**config.mk**
```make
export PLATFORM = sky130hd
export DESIGN_NAME = sequential_list_engine_core
export DESIGN_NICKNAME = d
export VERILOG_FILES = /design/src/sle_pkg.sv /design/src/sequential_list_engine_core.sv /design/src/sle_ctrl.sv /design/src/sle_datapath.sv
export VERILOG_INCLUDE_DIRS = /design/src /design/src/src
export SDC_FILE = /design/constraint.sdc
export NUM_CORES = 1
export LEC_CHECK = 0
export BUFFER_PORTS_ARGS = -buffer_cell sky130_fd_sc_hd__buf_2
export CAP_MARGIN = 10
export CORE_ASPECT_RATIO = 1.4
export CORE_MARGIN = 4
export CORE_UTILIZATION = 55
export CTS_BUF_LIST = sky130_fd_sc_hd__clkbuf_8
export DETAILED_ROUTE_END_ITERATION = 10
export PLACE_DENSITY = 0.83
export SYNTH_ARGS = -nofsm -noshare
export SYNTH_HDL_FRONTEND = slang
export SYNTH_SLANG_ARGS = --single-unit
```
**constraint.sdc**
```tcl
create_clock -name clk -period 12.3 [get_ports clk]
set_input_delay 2.46 -clock clk [delete_from_list [all_inputs] [get_ports clk]]
set_output_delay 2.46 -clock clk [all_outputs]
set_load 0.05 [all_outputs]
```
**src/sequential_list_engine_core_assert.svh**
```systemverilog
// Assertion macros shared by the list engine. Each macro expects clk and rst
// to be visible where it is used.
`ifndef SEQUENTIAL_LIST_ENGINE_CORE_ASSERT_SVH
`define SEQUENTIAL_LIST_ENGINE_CORE_ASSERT_SVH

// Consequent must hold in the same cycle as the antecedent.
`define SLE_ASSERT_NOW(label, ante, cons, msg) \
  label: assert property (@(posedge clk) disable iff (rst) (ante) |-> (cons)) \
    else $error(msg);

// Consequent must hold in the cycle after the antecedent.
`define SLE_ASSERT_NEXT(label, ante, cons, msg) \
  label: assert property (@(posedge clk) disable iff (rst) (ante) |=> (cons)) \
    else $error(msg);

`endif

```
**src/sle_pkg.sv**
```systemverilog
package sle_pkg;

  // Store geometry.
  localparam int DEPTH = 16;
  localparam int AW    = $clog2(DEPTH);
  localparam int CW    = $clog2(DEPTH + 1);

  // Field widths.
  localparam int CMD_W   = 2;
  localparam int POS_W   = 5;
  localparam int VAL_W   = 32;
  localparam int ST_W    = 2;
  localparam int ENTRY_W = 5;
  localparam int CAP_W   = 5;

  localparam logic [CAP_W-1:0] CAP_RESET = CAP_W'(16);

  // Compare width wide enough for count, capacity and position plus one.
  localparam int CMP_W = ((CW > POS_W) ? CW : POS_W) + 1;

  // Stream packing.
  localparam int IN_FIELDS  = CMD_W + POS_W + VAL_W;
  localparam int IN_W       = ((IN_FIELDS + 7) / 8) * 8;
  localparam int OUT_FIELDS = ST_W + VAL_W + ENTRY_W + 2;
  localparam int OUT_W      = ((OUT_FIELDS + 7) / 8) * 8;

  typedef enum logic [CMD_W-1:0] {
    CMD_APPEND  = 2'd0,
    CMD_INSERT  = 2'd1,
    CMD_DELETE  = 2'd2,
    CMD_REVERSE = 2'd3
  } cmd_t;

  typedef enum logic [ST_W-1:0] {
    STS_OK     = 2'd0,
    STS_BADPOS = 2'd1,
    STS_FULL   = 2'd2,
    STS_EMPTY  = 2'd3
  } sts_t;

  // Outcome of the command check.
  typedef enum logic [1:0] {
    DEC_FAIL,
    DEC_INS,
    DEC_DEL,
    DEC_REV
  } dec_t;

  typedef enum logic [2:0] {
    RD_NONE,
    RD_FETCH,
    RD_UP,
    RD_DOWN,
    RD_PAIR
  } rd_t;

  typedef enum logic [1:0] {
    WR_NONE,
    WR_VAL,
    WR_REV_LO
  } wr_sel_t;

  typedef enum logic [1:0] {
    CNT_HOLD,
    CNT_INC,
    CNT_DEC
  } cnt_op_t;

  typedef enum logic [3:0] {
    S_IDLE,
    S_CHECK,
    S_INS_MOVE,
    S_INS_DRAIN,
    S_INS_PUT,
    S_DEL_FETCH,
    S_DEL_MOVE,
    S_DEL_DRAIN,
    S_REV_RD,
    S_REV_WR,
    S_REV_LAST,
    S_DONE
  } state_t;

  // Commands from the controller to the datapath.
  typedef struct packed {
    logic    load_item;
    logic    init;
    rd_t     rd;
    wr_sel_t wr_sel;
    cnt_op_t cnt_op;
    logic    load_out;
  } dp_ctl_t;

  // Status from the datapath to the controller.
  typedef struct packed {
    dec_t dec;
    logic ins_nomove;
    logic rev_short;
    logic at_k;
    logic at_top;
    logic rev_more;
    logic out_free;
    logic wr_pending;
  } dp_sts_t;

endpackage

```
**src/sequential_list_engine_core.sv**
```systemverilog
// Items are taken one at a time. The walk over the entry RAM, one entry per cycle
// through its single write port, sets how long an item takes; a failed command
// skips the walk. The result stays valid until taken, and one new item is
// accepted meanwhile. Reset (rst, synchronous, active high) empties the list,
// sets the capacity to 16 and drops any pending result; entries are not cleared.
module sequential_list_engine_core (
  input  logic                     clk,
  input  logic                     rst,
  // Capacity register.
  input  logic                     cfg_we,
  input  logic [sle_pkg::CAP_W-1:0] cfg_wdata,
  // Commands in.
  input  logic                     s_axis_tvalid,
  output logic                     s_axis_tready,
  // command[1:0], position[6:2], value[38:7], zero pad above.
  input  logic [sle_pkg::IN_W-1:0]  s_axis_tdata,
  // Results out.
  output logic                     m_axis_tvalid,
  input  logic                     m_axis_tready,
  // status[1:0], removed_value[33:2], entry_count[38:34], is_empty[39],
  // is_full[40], zero pad above.
  output logic [sle_pkg::OUT_W-1:0] m_axis_tdata
);
  import sle_pkg::*;

  `include "sequential_list_engine_core_assert.svh"

  dp_ctl_t ctl;
  dp_sts_t sts;

  // The controller sequences each command: a check cycle that classifies the
  // command against the current count and capacity, then the shifting or
  // swapping walk over the RAM, then a cycle that loads the result register.
  sle_ctrl u_ctrl (
    .clk      (clk),
    .rst      (rst),
    .in_valid (s_axis_tvalid),
    .in_ready (s_axis_tready),
    .sts      (sts),
    .ctl      (ctl)
  );

  // The datapath holds the entry RAM, the count, the capacity register, the
  // walk pointers and the output register. Inserts shift entries up from the
  // top down, deletes shift entries down after fetching the removed word, and
  // reverse reads both ends at once and writes the low end, then the high end, back.
  sle_datapath u_dp (
    .clk       (clk),
    .rst       (rst),
    .cfg_we    (cfg_we),
    .cfg_wdata (cfg_wdata),
    .in_data   (s_axis_tdata[IN_FIELDS-1:0]),
    .ctl       (ctl),
    .sts       (sts),
    .out_valid (m_axis_tvalid),
    .out_ready (m_axis_tready),
    .out_data  (m_axis_tdata)
  );

  // A pending result must never be overwritten before it is taken.
  `SLE_ASSERT_NOW(a_out_not_lost, ctl.load_out, (!m_axis_tvalid || m_axis_tready), "result lost")
  // The controller never claims the RAM write port while a shift or swap write is due.
  `SLE_ASSERT_NOW(a_one_write, sts.wr_pending, (ctl.wr_sel == WR_NONE), "write port conflict")
  // Only one item is in work at a time.
  `SLE_ASSERT_NEXT(a_one_item, (s_axis_tvalid && s_axis_tready), !s_axis_tready, "second item taken")

endmodule

```
**src/sle_ctrl.sv**
```systemverilog
module sle_ctrl (
  input  logic            clk,
  input  logic            rst,
  input  logic            in_valid,
  output logic            in_ready,
  input  sle_pkg::dp_sts_t sts,
  output sle_pkg::dp_ctl_t ctl
);
  import sle_pkg::*;

  state_t state;
  state_t state_next;

  always_ff @(posedge clk) begin
    if (rst) begin
      state <= S_IDLE;
    end else begin
      state <= state_next;
    end
  end

  always_comb begin
    state_next = state;
    unique case (state)
      S_IDLE: begin
        if (in_valid) state_next = S_CHECK;
      end
      S_CHECK: begin
        unique case (sts.dec)
          DEC_INS: state_next = sts.ins_nomove ? S_INS_PUT : S_INS_MOVE;
          DEC_DEL: state_next = S_DEL_FETCH;
          DEC_REV: state_next = sts.rev_short ? S_DONE : S_REV_RD;
          default: state_next = S_DONE;
        endcase
      end
      S_INS_MOVE: begin
        if (sts.at_k) state_next = S_INS_DRAIN;
      end
      S_INS_DRAIN: state_next = S_INS_PUT;
      S_INS_PUT:   state_next = S_DONE;
      S_DEL_FETCH: state_next = sts.at_top ? S_DEL_DRAIN : S_DEL_MOVE;
      S_DEL_MOVE: begin
        if (sts.at_top) state_next = S_DEL_DRAIN;
      end
      S_DEL_DRAIN: state_next = S_DONE;
      S_REV_RD:    state_next = S_REV_WR;
      S_REV_WR:    state_next = sts.rev_more ? S_REV_RD : S_REV_LAST;
      S_REV_LAST:  state_next = S_DONE;
      S_DONE: begin
        if (sts.out_free) state_next = S_IDLE;
      end
      default: state_next = S_IDLE;
    endcase
  end

  always_comb begin
    in_ready      = 1'b0;
    ctl.load_item = 1'b0;
    ctl.init      = 1'b0;
    ctl.rd        = RD_NONE;
    ctl.wr_sel    = WR_NONE;
    ctl.cnt_op    = CNT_HOLD;
    ctl.load_out  = 1'b0;
    unique case (state)
      S_IDLE: begin
        // No item is taken while reset is held.
        in_ready      = !rst;
        ctl.load_item = in_valid && !rst;
      end
      S_CHECK:     ctl.init = 1'b1;
      S_INS_MOVE:  ctl.rd = RD_UP;
      S_INS_PUT: begin
        ctl.wr_sel = WR_VAL;
        ctl.cnt_op = CNT_INC;
      end
      S_DEL_FETCH: ctl.rd = RD_FETCH;
      S_DEL_MOVE:  ctl.rd = RD_DOWN;
      S_DEL_DRAIN: ctl.cnt_op = CNT_DEC;
      S_REV_RD:    ctl.rd = RD_PAIR;
      S_REV_WR:    ctl.wr_sel = WR_REV_LO;
      S_DONE:      ctl.load_out = sts.out_free;
      default: begin
      end
    endcase
  end

endmodule

```
**src/sle_datapath.sv**
```systemverilog
module sle_datapath (
  input  logic                         clk,
  input  logic                         rst,
  input  logic                         cfg_we,
  input  logic [sle_pkg::CAP_W-1:0]     cfg_wdata,
  input  logic [sle_pkg::IN_FIELDS-1:0] in_data,
  input  sle_pkg::dp_ctl_t              ctl,
  output sle_pkg::dp_sts_t              sts,
  output logic                         out_valid,
  input  logic                         out_ready,
  output logic [sle_pkg::OUT_W-1:0]     out_data
);
  import sle_pkg::*;

  logic [VAL_W-1:0] mem [DEPTH];

  logic [CAP_W-1:0] cap;
  logic [CW-1:0]    count;
  cmd_t             cmd_q;
  logic [POS_W-1:0] pos_q;
  logic [VAL_W-1:0] val_q;
  logic [AW-1:0]    k;
  logic [AW-1:0]    rp;
  logic [AW-1:0]    wp;
  logic [AW-1:0]    lo;
  logic [AW-1:0]    hi;
  logic [AW-1:0]    hw;
  logic [VAL_W-1:0] rda;
  logic [VAL_W-1:0] rdb;
  logic [VAL_W-1:0] hold;
  logic [VAL_W-1:0] removed;
  sts_t             res_status;
  logic             wv;
  logic             hv;
  logic             rm_pend;

  logic [CMP_W-1:0] cap_x;
  logic [CMP_W-1:0] eff_cap;
  logic [CMP_W-1:0] count_x;
  logic [CMP_W-1:0] pos_x;
  logic [CMP_W-1:0] k_sel;
  logic [CW-1:0]    cnt_m1;
  logic [AW-1:0]    top;
  logic [AW:0]      span;
  logic [AW-1:0]    ra;
  logic             full;
  dec_t             dec;
  sts_t             dec_status;

  assign cap_x   = CMP_W'(cap);
  assign eff_cap = (cap_x > CMP_W'(DEPTH)) ? CMP_W'(DEPTH) : cap_x;
  assign count_x = CMP_W'(count);
  assign pos_x   = CMP_W'(pos_q);
  assign full    = count_x >= eff_cap;
  assign cnt_m1  = count - CW'(1);
  assign top     = cnt_m1[AW-1:0];
  assign span    = {1'b0, hi} - {1'b0, lo};
  assign ra      = (ctl.rd == RD_PAIR) ? lo : rp;

  // Position is checked before fullness on insert.
  always_comb begin
    dec        = DEC_FAIL;
    dec_status = STS_OK;
    k_sel      = '0;
    unique case (cmd_q)
      CMD_APPEND: begin
        if (full) begin
          dec_status = STS_FULL;
        end else begin
          dec   = DEC_INS;
          k_sel = count_x;
        end
      end
      CMD_INSERT: begin
        if (pos_x == '0 || pos_x > count_x + CMP_W'(1)) begin
          dec_status = STS_BADPOS;
        end else if (full) begin
          dec_status = STS_FULL;
        end else begin
          dec   = DEC_INS;
          k_sel = pos_x - CMP_W'(1);
        end
      end
      CMD_DELETE: begin
        if (pos_x == '0 || pos_x > count_x) begin
          dec_status = STS_BADPOS;
        end else begin
          dec   = DEC_DEL;
          k_sel = pos_x - CMP_W'(1);
        end
      end
      CMD_REVERSE: begin
        if (count_x == '0) begin
          dec_status = STS_EMPTY;
        end else begin
          dec = DEC_REV;
        end
      end
    endcase
  end

  assign sts.dec        = dec;
  assign sts.ins_nomove = (k_sel == count_x);
  assign sts.rev_short  = (count_x < CMP_W'(2));
  assign sts.at_k       = (rp == k);
  assign sts.at_top     = (rp == top);
  assign sts.rev_more   = (span > (AW + 1)'(2));
  assign sts.out_free   = !out_valid || out_ready;
  assign sts.wr_pending = wv || hv;

  always_ff @(posedge clk) begin
    if (rst) begin
      cap       <= CAP_RESET;
      count     <= '0;
      out_valid <= 1'b0;
      wv        <= 1'b0;
      hv        <= 1'b0;
      rm_pend   <= 1'b0;
    end else begin
      if (cfg_we) cap <= cfg_wdata;
      unique case (ctl.cnt_op)
        CNT_INC: count <= count + CW'(1);
        CNT_DEC: count <= count - CW'(1);
        default: count <= count;
      endcase
      wv      <= (ctl.rd == RD_UP) || (ctl.rd == RD_DOWN);
      rm_pend <= (ctl.rd == RD_FETCH);
      hv      <= (ctl.wr_sel == WR_REV_LO);
      if (ctl.load_out) begin
        out_valid <= 1'b1;
      end else if (out_ready) begin
        out_valid <= 1'b0;
      end
    end
  end

  always_ff @(posedge clk) begin
    if (ctl.load_item) begin
      cmd_q <= cmd_t'(in_data[CMD_W-1:0]);
      pos_q <= in_data[CMD_W +: POS_W];
      val_q <= in_data[CMD_W + POS_W +: VAL_W];
    end
    if (ctl.init) begin
      k          <= k_sel[AW-1:0];
      res_status <= dec_status;
      removed    <= '0;
      lo         <= '0;
      hi         <= top;
      rp         <= (cmd_q == CMD_DELETE) ? k_sel[AW-1:0] : top;
    end
    unique case (ctl.rd)
      RD_FETCH: begin
        rda <= mem[ra];
        rp  <= rp + AW'(1);
      end
      RD_UP: begin
        rda <= mem[ra];
        wp  <= rp + AW'(1);
        rp  <= rp - AW'(1);
      end
      RD_DOWN: begin
        rda <= mem[ra];
        wp  <= rp - AW'(1);
        rp  <= rp + AW'(1);
      end
      RD_PAIR: begin
        rda <= mem[ra];
        rdb <= mem[hi];
      end
      default: begin
      end
    endcase
    if (rm_pend) removed <= rda;
    if (ctl.wr_sel == WR_REV_LO) begin
      hold <= rda;
      hw   <= hi;
      lo   <= lo + AW'(1);
      hi   <= hi - AW'(1);
    end
    if (ctl.load_out) begin
      out_data <= {(OUT_W - OUT_FIELDS)'(0), full, (count == '0), ENTRY_W'(count),
                   removed, res_status};
    end
  end

  // Single write port: shift writes first, then the held reverse word,
  // then the writes the controller asks for.
  always_ff @(posedge clk) begin
    priority if (wv) begin
      mem[wp] <= rda;
    end else if (hv) begin
      mem[hw] <= hold;
    end else if (ctl.wr_sel == WR_VAL) begin
      mem[k] <= val_q;
    end else if (ctl.wr_sel == WR_REV_LO) begin
      mem[lo] <= rdb;
    end
  end

endmodule
```
==> summary.md <==
| Metric | Value |
|---|---|
| Slew Viols, Final | `0` |
| Vias in the first global route | `20700` |
| Setup TNS | `0 ns` |
| Die ar. | `0.0662 mm^2` |
| Clock Tree Root | `clkbuf_8` |
| Syn. warnings | `0` |
| Layout cells sized above 1 | `around 29%` |
| Flops & latches, synth | `764` |
| Via density | `slightly below 7` |
| Top FF cell, synth | `edfxtp_1` |
| CTS max path bufs | `3` |
| Tmin final | `5.80 ns` |
| Final setup viols | `0` |
| Global-route usage over all layers | `a little over a quarter` |
| Filler cells | `4113` |
| Mapped cell area | `0.0342 mm^2` |
| Worst Hold Class | `flip-flop to flip-flop` |
| Critical-path maximum fanout | `18` |
| CTS tree | `yes` |
| Clock share of power | `between 20% and 30%` |
| DP HPWL | `between 40000 and 50000 um` |
| Most Crowded Layer GR | `met2` |
| Residual DRC | `0` |
| Worst-margin pin slew | `between 1 and 1.5 ns` |
| Largest net degree at the start of global routing | `approximately 130` |
| # resized after CTS | `0` |
| Global-route wire length before repair | `130000 um` |
| GRT met3 Usage | `5.74%` |
| Fmax | `172 MHz` |
| Post-synth EDFFs | `746` |
| Sequential cell area | `0.0228 mm^2` |
| Final nets | `between 2000 and 2500` |
| Arrival time worst endpoint | `3.34 ns` |
| Syn Inst Count | `1904` |
| Final Cycle Share | `47.2%` |
| Routed length per instance | `just under 30 um` |
| RSZ-0062 raised after global routing | `false` |
| Initial antenna violation count | `1` |
| Combinational share of power | `32.7%` |
| Inst Count DP | `2740` |
| Final wirelength | `between 80000 and 90000 um` |
| Avg Inst Size Synth | `17.9 um^2` |
| Final Non-Filler Cells | `2939` |
| Std-Cell Rows | `107` |
| Switch share | `~33%` |
| Peak supply drop | `209 uV` |
| Synth area leader | `edfxtp_1` |
| CTS clk-pin slew, worst paths | `approximately 0.060 ns` |
| Skew final | `0.0389 ns` |
| Io pins | `100` |
| Total grt overflow | `0` |
| Top cell type's share of synthesized area | `between 60% and 70%` |
| CTS H-Tree Depth | `3` |
| Worst-Skew Late Latency | `0.73 ns` |
| Worst Path Required | `9.84 ns` |
| Switching pwr | `0.00293 W` |
| Post-detailed-route count of antenna-violating nets | `0` |
| Ranking of synthesized cells by area | `edfxtp_1 66%, mux4_2 19%, nand2_1 1.5%` |
| Final instance area | `0.0379 mm^2` |
| Router iterations before antenna repair | `6` |
| Starting Density | `55.8%` |
| M2 GR Usage | `45.1%` |
| Placer Congestion | `roughly 0.9` |
| Postcts setup bufs | `0` |
| GR Util met1 | `around 33%` |
| Rel. slew slack | `30.0%` |
| Max-cap viol count | `0` |
| Vias | `20200` |
| Die Span Y | `303 um` |
| Synth cell types | `64` |
| Post-synthesis sequential area ratio | `66.6%` |
| Number of buffers created by CTS | `108` |
| Top-count cell post-synth | `edfxtp_1` |
| CTS Sinks | `764` |
| Port bufs | `91` |
| Internal power | `0.00590 W` |
| DP Area | `0.0357 mm^2` |
| Pwr Density | `233 mW/mm^2` |
| Critical path endpoint category | `output pin` |
| Commonest cells in the netlist | `746 x edfxtp_1, 288 x mux4_2, 133 x nand2_1` |
| Crit start category | `input pin` |
| Register share of total power | `between 40% and 50%` |
| Hold buffers post-CTS | `0` |
| Layout area overhead | `11.0%` |
| Critical path type | `input pin to output pin` |
| Starting DRT DRC Count | `about 2600` |
| Leakage | `12.7 nW` |
| Chip width | `219 um` |
| Final Hold Fails | `0` |
| Core ar. | `0.0612 mm^2` |
| Area of the multi-input gates | `0.0109 mm^2` |
| Status | `finished, final reports clean` |
| Async set-or-reset flop fraction in the synthesized netlist | `0%` |
power by group through the flow:
stage	clock network, W	registers, W	logic (W)
CTS	0.00210	0.00388	0.00286
finish	0.00207	0.00388	0.00288
global placement	0	0.00390	0.00272
floorplan	0	0.00383	0.00205
global route	0.00222	0.00390	0.00310
detailed placement	0	0.00393	0.00284
layout make-up:
class	instances	share of cell area, %
Antenna cell	1	0.00660
Clock buffer	109	3.95
Clock inverter	89	1.93
Inverter	28	0.277
Multi-Input combinational cell	987	28.9
Sequential cell	764	60.0
Tap cell	817	2.69
Timing Repair Buffer	144	2.28
critical path, stage by stage:
cell and delay (ns):
buf_2 0.31, inv_1 0.15, and3_1 0.20, buf_2 0.22
sequential cells by signal (all words and copies together) (netlist names), 2 cells and up:
signal and flops:
u_dp.mem 512, u_dp.out_data 41, u_dp.hold 32, u_dp.rda 32
u_dp.rdb 32, u_dp.removed 32, u_dp.val_q 32, u_dp.cap 5
u_dp.count 5, u_dp.pos_q 5, u_ctrl.state 4, u_dp.hi 4
u_dp.hw 4, u_dp.k 4, u_dp.lo 4, u_dp.rp 4
u_dp.wp 4, u_dp.cmd_q 2, u_dp.res_status 2
layer usage:
layer | vias to the layer above | routed length (um)
li1 | 8033 | -
met1 | 10200 | 29100
met2 | 1607 | 44500
met3 | 315 | 9840
met4 | 0 | 4290
met5 | - | 0
kinds of logic (layout without fill, tap and decap cells):
kind of cell | Yosys count | in the layout | share of synthesized area [%]
muxes | 339 | 339 | 20.5
other | 1 | 8 | 0.0110
buffers and inverters | 159 | 370 | 1.97
DFF | 764 | 764 | 66.6
xor gates and xnor gates | 26 | 26 | 0.707
AOI/OAI and AO/OA | 216 | 216 | 3.89
adders and majority gates | 32 | 32 | 1.19
and+or+nand+nor | 367 | 367 | 5.10
layout by cell type (no fill, tap or decap), drive strengths merged, types with 3 or more instances in the layout:
master / instances
a211oi: 34
a21oi: 49
a31oi: 38
and2: 69
buf: 144
bufinv: 12
clkbuf: 109
clkinv: 53
clkinvlp: 7
conb: 7
dfxtp: 18
edfxtp: 746
ha: 31
inv: 45
mux2: 3
mux2i: 48
mux4: 288
nand2: 133
nand2b: 12
nand3: 6
nand4: 3
nor2: 100
nor2b: 4
nor3: 10
nor4: 6
nor4b: 4
o211ai: 5
o21ai: 59
o22ai: 5
o31a: 3
or2: 4
or3: 5
xnor2: 20
xor2: 5
stage by stage:
| step | utilization, % | setup WS, ns | hold slack [ns] | total power, W |
|---|---|---|---|---|
| after floorplan | - | 6.67 | 0.400 | 0.00588 |
| after global placement | 58.3 | 6.55 | 0.401 | 0.00662 |
| after detailed placement | 58.3 | 6.52 | 0.405 | 0.00676 |
| after CTS | 62.0 | 6.52 | 0.417 | 0.00884 |
| after global routing | 62.0 | 6.45 | 0.428 | 0.00922 |
| final | 62.0 | 6.50 | 0.418 | 0.00883 |
worst paths after layout:
path	start	endpoint	slack [ns]	cells past startpoint
min	u_dp.res_status[1]	u_dp.out_data[1]	0.42	0
max reg2reg	u_ctrl.state[2]	u_dp.rda[12]	6.87	10
max	rst	s_axis_tready	6.50	4
min reg2reg	u_dp.res_status[1]	u_dp.out_data[1]	0.42	0
No activity file was read; power rests on OpenSTA's default activity.
